<file path="config.mk">
export PLATFORM = sky130hd
export DESIGN_NAME = deque_with_search
export DESIGN_NICKNAME = d
export VERILOG_FILES = /design/src/hdl/deq_pkg.sv /design/src/hdl/deq_cell.sv /design/src/hdl/deque_with_search.sv
export SDC_FILE = /design/constraint.sdc
export NUM_CORES = 1
export LEC_CHECK = 0
export BUFFER_PORTS_ARGS = -buffer_cell sky130_fd_sc_hd__buf_2
export CORE_ASPECT_RATIO = 1.4
export CORE_UTILIZATION = 35
export DETAILED_ROUTE_END_ITERATION = 8
export GPL_TIMING_DRIVEN = 1
export PLACE_DENSITY = 0.51
export SKIP_CTS_REPAIR_TIMING = 1
export SLEW_MARGIN = 20
export SYNTH_ARGS = -nofsm -noshare
export SYNTH_HDL_FRONTEND = slang
export SYNTH_SLANG_ARGS = --single-unit
</file>
<file path="constraint.sdc">
create_clock -name aclk -period 6.2 [get_ports aclk]
set_input_delay 1.24 -clock aclk [delete_from_list [all_inputs] [get_ports aclk]]
set_output_delay 1.24 -clock aclk [all_outputs]
set_load 0.02 [all_outputs]
</file>
<file path="src/hdl/deq_pkg.sv">
// Package for the deque with search: sizes, operation and status codes,
// cell control types and controller state type. No dependencies.
package deq_pkg;

    localparam int DEPTH   = 16;
    localparam int IDX_W   = $clog2(DEPTH);
    localparam int CNT_W   = $clog2(DEPTH + 1);
    localparam int FUNC_W  = 3;
    localparam int VALUE_W = 32;
    localparam int STAT_W  = 2;
    localparam int OCC_W   = 5;

    typedef logic signed [VALUE_W-1:0] value_t;

    localparam logic [FUNC_W-1:0] OP_PUSH_FRONT = 3'd0;
    localparam logic [FUNC_W-1:0] OP_PUSH_BACK  = 3'd1;
    localparam logic [FUNC_W-1:0] OP_POP_FRONT  = 3'd2;
    localparam logic [FUNC_W-1:0] OP_POP_BACK   = 3'd3;
    localparam logic [FUNC_W-1:0] OP_SEARCH     = 3'd4;

    localparam logic [STAT_W-1:0] ST_OK           = 2'd0;
    localparam logic [STAT_W-1:0] ST_UNDERFLOW    = 2'd1;
    localparam logic [STAT_W-1:0] ST_EMPTY_SEARCH = 2'd2;
    localparam logic [STAT_W-1:0] ST_OVERFLOW     = 2'd3;

    typedef enum logic [1:0] {
        CELL_HOLD,
        CELL_FROM_PREV,
        CELL_FROM_NEXT
    } cell_mode_t;

    typedef struct packed {
        cell_mode_t mode;
        logic       load;
    } cell_ctrl_t;

    typedef enum logic {
        ST_IDLE,
        ST_SEARCH
    } ctrl_state_t;

endpackage

</file>
<file path="src/hdl/deq_cell.sv">
// One storage cell of the deque chain: holds one entry, loads the item
// value, or takes its neighbor's entry. Depends on deq_pkg.
module deq_cell (
    input  logic                aclk,
    input  deq_pkg::cell_ctrl_t ctrl,
    input  deq_pkg::value_t     load_data,
    input  deq_pkg::value_t     prev_data,
    input  deq_pkg::value_t     next_data,
    output deq_pkg::value_t     data
);
    import deq_pkg::*;

    value_t data_reg;
    value_t data_next;

    always_comb begin
        case (ctrl.mode)
            CELL_HOLD:      data_next = ctrl.load ? load_data : data_reg;
            CELL_FROM_PREV: data_next = prev_data;
            CELL_FROM_NEXT: data_next = next_data;
            default:        data_next = data_reg;
        endcase
    end

    always_ff @(posedge aclk) begin
        data_reg <= data_next;
    end

    assign data = data_reg;

endmodule

</file>
<file path="src/hdl/deque_with_search.sv">
// Deque with search: a chain of DEPTH cells, the front entry in cell 0.
// Push and pop: the result is registered in the cycle after the item is accepted.
// Search: the chain rotates one place a cycle and cell 0 is compared with the
// key, so a non-empty search gives its result after a full rotation; it blocks new items.
// Empty search answers like push or pop; push or pop 1/cycle while results are taken.
// Reset (aresetn low, synchronous) empties the queue and clears control state.
module deque_with_search (
    input  logic                         aclk,
    input  logic                         aresetn,
    input  logic                         s_valid,
    output logic                         s_ready,
    input  logic [deq_pkg::FUNC_W-1:0]   s_func,
    input  deq_pkg::value_t              s_item_value,
    output logic                         m_valid,
    input  logic                         m_ready,
    output logic [deq_pkg::STAT_W-1:0]   m_status,
    output logic                         m_found,
    output logic [deq_pkg::OCC_W-1:0]    m_occupancy
);
    import deq_pkg::*;

    ctrl_state_t state_reg, state_next;
    logic [CNT_W-1:0] count_reg, count_next;
    logic [IDX_W-1:0] step_reg, step_next;
    value_t           key_reg, key_next;
    logic             found_reg, found_next;

    logic              out_valid_reg, out_valid_next;
    logic [STAT_W-1:0] out_status_reg, out_status_next;
    logic              out_found_reg, out_found_next;

    cell_ctrl_t cell_ctrl [DEPTH];
    value_t     cell_data [DEPTH];

    logic accept;
    logic is_full;
    logic is_empty;
    logic last_step;
    logic search_hit;
    cell_mode_t chain_mode;

    assign is_full    = (count_reg >= CNT_W'(DEPTH));
    assign is_empty   = (count_reg == '0);
    assign last_step  = (step_reg == IDX_W'(DEPTH - 1));
    assign search_hit = ({1'b0, step_reg} < count_reg) && (cell_data[0] == key_reg);
    assign s_ready    = (state_reg == ST_IDLE) && (!out_valid_reg || m_ready);
    assign accept     = s_valid && s_ready;

    // next state
    always_comb begin
        state_next = state_reg;
        case (state_reg)
            ST_IDLE: begin
                if (accept && s_func == OP_SEARCH && !is_empty) begin
                    state_next = ST_SEARCH;
                end
            end
            ST_SEARCH: begin
                if (last_step) begin
                    state_next = ST_IDLE;
                end
            end
            default: state_next = ST_IDLE;
        endcase
    end

    // datapath control and result
    always_comb begin
        chain_mode      = CELL_HOLD;
        count_next      = count_reg;
        step_next       = step_reg;
        key_next        = key_reg;
        found_next      = found_reg;
        out_valid_next  = out_valid_reg && !m_ready;
        out_status_next = out_status_reg;
        out_found_next  = out_found_reg;
        for (int i = 0; i < DEPTH; i++) begin
            cell_ctrl[i].load = 1'b0;
        end

        case (state_reg)
            ST_IDLE: begin
                if (accept) begin
                    out_valid_next  = 1'b1;
                    out_status_next = ST_OK;
                    out_found_next  = 1'b0;
                    case (s_func)
                        OP_PUSH_FRONT: begin
                            if (is_full) begin
                                out_status_next = ST_OVERFLOW;
                            end else begin
                                chain_mode = CELL_FROM_PREV;
                                count_next = count_reg + 1'b1;
                            end
                        end
                        OP_PUSH_BACK: begin
                            if (is_full) begin
                                out_status_next = ST_OVERFLOW;
                            end else begin
                                for (int i = 0; i < DEPTH; i++) begin
                                    cell_ctrl[i].load = (count_reg == CNT_W'(i));
                                end
                                count_next = count_reg + 1'b1;
                            end
                        end
                        OP_POP_FRONT: begin
                            if (is_empty) begin
                                out_status_next = ST_UNDERFLOW;
                            end else begin
                                chain_mode = CELL_FROM_NEXT;
                                count_next = count_reg - 1'b1;
                            end
                        end
                        OP_POP_BACK: begin
                            if (is_empty) begin
                                out_status_next = ST_UNDERFLOW;
                            end else begin
                                count_next = count_reg - 1'b1;
                            end
                        end
                        OP_SEARCH: begin
                            if (is_empty) begin
                                out_status_next = ST_EMPTY_SEARCH;
                            end else begin
                                // hold the result until the full rotation is done
                                out_valid_next = 1'b0;
                                key_next       = s_item_value;
                                step_next      = '0;
                                found_next     = 1'b0;
                            end
                        end
                        default: ;
                    endcase
                end
            end
            ST_SEARCH: begin
                // rotate toward cell 0; after DEPTH steps order is restored
                chain_mode = CELL_FROM_NEXT;
                step_next  = step_reg + 1'b1;
                found_next = found_reg || search_hit;
                if (last_step) begin
                    out_valid_next  = 1'b1;
                    out_status_next = ST_OK;
                    out_found_next  = found_reg || search_hit;
                end
            end
            default: ;
        endcase

        for (int i = 0; i < DEPTH; i++) begin
            cell_ctrl[i].mode = chain_mode;
        end
    end

    always_ff @(posedge aclk) begin
        if (!aresetn) begin
            state_reg     <= ST_IDLE;
            count_reg     <= '0;
            step_reg      <= '0;
            found_reg     <= 1'b0;
            out_valid_reg <= 1'b0;
        end else begin
            state_reg     <= state_next;
            count_reg     <= count_next;
            step_reg      <= step_next;
            found_reg     <= found_next;
            out_valid_reg <= out_valid_next;
        end
    end

    always_ff @(posedge aclk) begin
        key_reg        <= key_next;
        out_status_reg <= out_status_next;
        out_found_reg  <= out_found_next;
    end

    for (genvar g = 0; g < DEPTH; g++) begin : g_cell
        deq_cell u_cell (
            .aclk      (aclk),
            .ctrl      (cell_ctrl[g]),
            .load_data (s_item_value),
            .prev_data ((g == 0) ? s_item_value : cell_data[(g + DEPTH - 1) % DEPTH]),
            .next_data (cell_data[(g + 1) % DEPTH]),
            .data      (cell_data[g])
        );
    end

    assign m_valid     = out_valid_reg;
    assign m_status    = out_status_reg;
    assign m_found     = out_found_reg;
    assign m_occupancy = OCC_W'(count_reg);

endmodule

</file>
==> results_dict.tcl, run 1 <==
set metrics [dict create \
    end_kind "flop" \
    worstPathRequired_ps 6470 \
    hold_path_class "flop to flop" \
    nets 1965 \
    hpwl_um 39200 \
    num_vias 17381 \
    die_area_um2 73200 \
    grt_pass1_vias 16948 \
    tns_ps 0 \
    worst_pin_slew_ps 1040 \
    synth_ff_type "edfxtp_1" \
    yosysMostFrequentCell "edfxtp_1" \
    place_congestion 0.772 \
    clk_pin_slew_worst_paths_ps 70 \
    status "completed" \
    row_count 116 \
    largest_reg_flops 512 \
    power.leakage_nw 9.19 \
    drive_gt1_frac 0.126 \
    yosysTopAreaCell "edfxtp_1" \
    ys_top_cells_by_area "edfxtp_1, a221oi_1, nor2_1" \
    period_needed_ps 4590 \
    chipWidth_um 229 \
    vias_per_cell 6.00 \
    drtAntennaViolNets 0 \
    setup_viol 0 \
    dr.first_iter.drc_count 1894 \
    async_flop_share 0 \
    wl_per_cell_um 23.8 \
    cts_tree "built" \
    antenna_found_initial 4 \
    area_growth_pct 12.5 \
    avgSynthCellArea_um2 12.9 \
    skew_ps 25.8 \
    grt_max_degree 120 \
    max_freq_mhz 218 \
    cts_num_sinks 559 \
    clock_path_buffers 3 \
    synth_top_area_frac 0.651 \
    cap_violations 0 \
    synth_area_um2 25200 \
    grt_first_pass_wirelength_um 105000 \
    synth-seq-area-share 0.661 \
    rsz0062_at_grt "false" \
    final_max_slew_viol_count 0 \
    ys_ff_latch 559 \
    cts_buffers 54 \
    pin_count 49 \
    cp_cell_sequence "clkinv_1 > nand4b_1 > nor2_1 > a31oi_1 > ha_1 > nand2_1 > nor3_1 > nand3_1 > o21ai_4 > buf_4" \
    period_share 0.740 \
    cp_max_fo 19 \
    hold_viol_final 0 \
    drc 0 \
    synth-edff-count 547 \
    cpPeakStageDelay_ps 690 \
    io_buffers 48 \
    syn_inst 1955 \
    ys_types 52 \
    startpoint_type "flop" \
    arrival_ps 4860 \
    grt-ovfl-total 0 \
    ys_warn_count 0 \
    power.density_nw_per_um2 288 \
    maxSlewHeadroom 0.307 \
    crit_slowest_cell "o21ai_4" \
    ir_drop_uv 189 \
    crit_type "flop to flop" \
    die_h_um 320 \
    drt_wl_total_um 69000 \
    syn-num-nets 2007 \
    grt_use_total 0.185 \
    nFillCells 6727 \
    start_util 0.353 \
    root_buffer "clkbuf_16" \
    holdWs_ps 522 \
    yosys-top-cells-count "edfxtp_1, nor2_1, a221oi_1, clkbuf_1, nor2b_1" \
    worstSkewPairLatency_ps 630 \
    cts-htree-levels 2 \
    core-area_um2 71400 \
    drt_first_pass_iters 6 \
]
-- cell usage in the layout (no fill, tap or decap), drive strengths merged, types with 3 or more instances in the layout --
cell and count:
a21oi 9, a221oi 480, a31oi 3, and3 3, buf 109, bufinv 4, clkbuf 70, clkinv 22
dfxtp 12, edfxtp 547, ha 13, inv 6, mux2 32, mux2i 4, nand2 9, nand2b 6
nand3 6, nand4 5, nor2 487, nor2b 33, nor3 4, nor4 7, o211ai 4, o21ai 14
o31ai 7, xnor2 3, xor2 30
-- layout make-up --
type	instances	area (µm²)	share of cell area
inverter	8	30.0	0.00106
multi-input combinational	1181	7940	0.280
antenna	2	5.00	0.000176
timing repair buffer	109	873	0.0308
sequential	559	16700	0.587
tap	944	1180	0.0416
clock inverter	26	224	0.00789
clock buffer	70	1480	0.0520
-- stage by stage --
stage          cell area [µm²]  utilization  setup slack (ps)  instances  total power, mW
2_1_floorplan            25200            -               121       1955             4.81
3_3_place_gp             26700        0.374              1190       2800             4.97
3_5_place_dp             26700        0.374              1140       2800             4.99
4_1_cts                  28400        0.397              1610       2896             8.27
5_1_grt                  28400        0.398              1160       2899             8.46
6_report                 28400        0.398              1610       2899             8.19
-- kinds of logic after synthesis --
kind of cell	synth area share
XOR/XNOR	0.0115
AND/OR/NAND/NOR	0.0934
adder cells (fa/ha/maj)	0.00645
AO/OA/AOI/OAI	0.179
buffers and inverters	0.0330
flip-flops	0.661
multiplexers	0.0164
-- path summary, 6_finish.rpt --
kind                                 from                         to  depth (start not counted)  slack, ps
worst max-delay path            state_reg  g_cell[8].u_cell.data[26]                         10       1610
worst min-delay path            found_reg                  found_reg                          2        520
worst max register to register  state_reg  g_cell[8].u_cell.data[26]                         10       1610
worst min register to register  found_reg                  found_reg                          2        520
-- power breakdown --
part           total [mW]  switching (mW)  internal, mW
clock                3.28            1.45          1.83
sequential           4.26          0.0239          4.24
combinational       0.644           0.409         0.234
-- metal layers --
| metal | routed length, µm | track usage | vias up |
|---|---|---|---|
| met5 | 13 | 0 | - |
| met4 | 1990 | 0.0639 | 2 |
| met3 | 3780 | 0.0275 | 97 |
| met2 | 33900 | 0.307 | 638 |
| met1 | 29300 | 0.248 | 8844 |
| li1 | - | - | 7800 |
-- critical path, delay by kind of cell, from the launching register on --
kind,cells,cell delay [ps]
simple gates,5,1420
compound gates,2,1050
flops,1,650
buf+inv,2,800
fa+ha+maj,1,260
(Power assumes the default switching activity.)
==> inputs of run 2 (changes only) <==
clock period = 3.9 ns   (was 6.2 ns; I/O delays follow)
==> results_dict.tcl, run 2 (synthesis results as in run 1) <==
set metrics [dict create \
    crit_type "flop to flop" \
    core-area_um2 71400 \
    pre_cts_ws_ps 99.8 \
    cp_cell_sequence "inv_1 > ha_1 > or4b_1 > a31oi_1 > ha_1 > nand2_1 > nor3_1 > buf_4 > nand3_1 > o31ai_4 > buf_4" \
    io_buffers 48 \
    row_count 116 \
    cts_tree "built" \
    die_h_um 320 \
    dpl_cell_area_um2 27200 \
    cpPeakStageDelay_ps 510 \
    grt_max_degree 127 \
    worst_pin_slew_ps 1060 \
    drc 0 \
    cap_violations 0 \
    chipWidth_um 229 \
    die_area_um2 73200 \
    drt_wl_total_um 70100 \
    clock_path_buffers 3 \
    place_congestion 0.780 \
    stdcell_area_um2 28800 \
    grt-ovfl-total 0 \
    pin_count 49 \
    cp_max_fo 21 \
    top_usage_layer "met2" \
    clk_pin_slew_worst_paths_ps 60 \
    met1_usage 0.250 \
    max_freq_mhz 275 \
    setup_viol 0 \
    hold_path_class "input pin to flop" \
    drt_first_pass_iters 7 \
    multiInputGateArea_um2 7950 \
    final_max_slew_viol_count 0 \
    crit_buf_inv 3 \
    nets 2010 \
    hpwl_um 41300 \
    dr.first_iter.drc_count 1876 \
    largest_reg_flops 512 \
    use_met3 0.0267 \
    worstPathRequired_ps 4160 \
    skew_ps 16.7 \
    num_vias 17611 \
    startpoint_type "flop" \
    end_kind "flop" \
    rsz0062_at_grt "false" \
    period_share 0.931 \
    cts_num_sinks 559 \
    root_buffer "clkbuf_16" \
    final_cell_mix "edfxtp_1, nor2_1, a221oi_1, buf_4, clkbuf_16" \
    critical-path-top-delay-family "simple AND/OR/NAND/NOR gates" \
    mostFrequentLayoutCell "edfxtp_1" \
    area_growth_pct 14.2 \
    drive_gt1_frac 0.141 \
    vias_per_cell 5.99 \
    start_util 0.353 \
    grt_pass1_vias 16994 \
    period_needed_ps 3630 \
    fin_ws_ps 268 \
    hold_viol_final 0 \
    maxSlewHeadroom 0.285 \
    worstSkewPairLatency_ps 620 \
    grt_first_pass_wirelength_um 106000 \
    power.leakage_nw 9.42 \
    arrival_ps 3900 \
    cts_buffers 56 \
    cts-htree-levels 2 \
    drtAntennaViolNets 0 \
    grtUsageMet2 0.312 \
    grt_use_total 0.188 \
    crit_slowest_cell "or4b_1" \
    nFillCells 6716 \
    power.density_nw_per_um2 448 \
    status "completed" \
    wl_per_cell_um 23.8 \
    p_total_mw 12.9 \
    ir_drop_uv 362 \
    antenna_found_initial 3 \
    seqCellArea_um2 16700 \
]
[run 2: area by class of cell]
cell class / instances / share of cell area
well taps: 944 / 0.0410
inverters: 8 / 0.00104
multi-input cells: 1181 / 0.276
diodes: 2 / 0.000174
flip-flops and latches: 559 / 0.578
clock buffers: 72 / 0.0515
repair buffers: 152 / 0.0467
clock inverters: 23 / 0.00543
[run 2: layer usage]
| layer | share of wire | wire length [µm] |
|---|---|---|
| met5 | 0 | 0 |
| met4 | 0.032 | 2210 |
| met3 | 0.055 | 3880 |
| met2 | 0.49 | 34400 |
| met1 | 0.42 | 29500 |
[run 2: final timing paths]
path                          from                  endpoint  slack [ps]  cells past startpoint
setup / recovery    m_occupancy[0]  g_cell[2].u_cell.data[8]         270                     11
hold / removal    s_item_value[21]               key_reg[21]         360                      1
setup reg to reg    m_occupancy[0]  g_cell[2].u_cell.data[8]         270                     11
hold reg to reg          found_reg                 found_reg         510                      2
[run 2: where the power goes]
part | switching [mW] | internal, mW | leakage [nW]
Clock | 2.27 | 2.78 | 0.800
Sequential | 0.0363 | 6.74 | 5.02
Combinational | 0.670 | 0.406 | 3.60
Total | 2.98 | 9.93 | 9.42
[run 2: stage by stage]
| stage | util | TNS, ps | hold WS, ps | instances |
|---|---|---|---|---|
| after floorplan | - | -119180 | 465 | 1955 |
| after global placement | 0.381 | 0 | 486 | 2844 |
| after detailed placement | 0.381 | 0 | 494 | 2844 |
| after CTS | 0.403 | 0 | 324 | 2939 |
| after global routing | 0.404 | 0 | 343 | 2940 |
| final | 0.404 | 0 | 362 | 2941 |
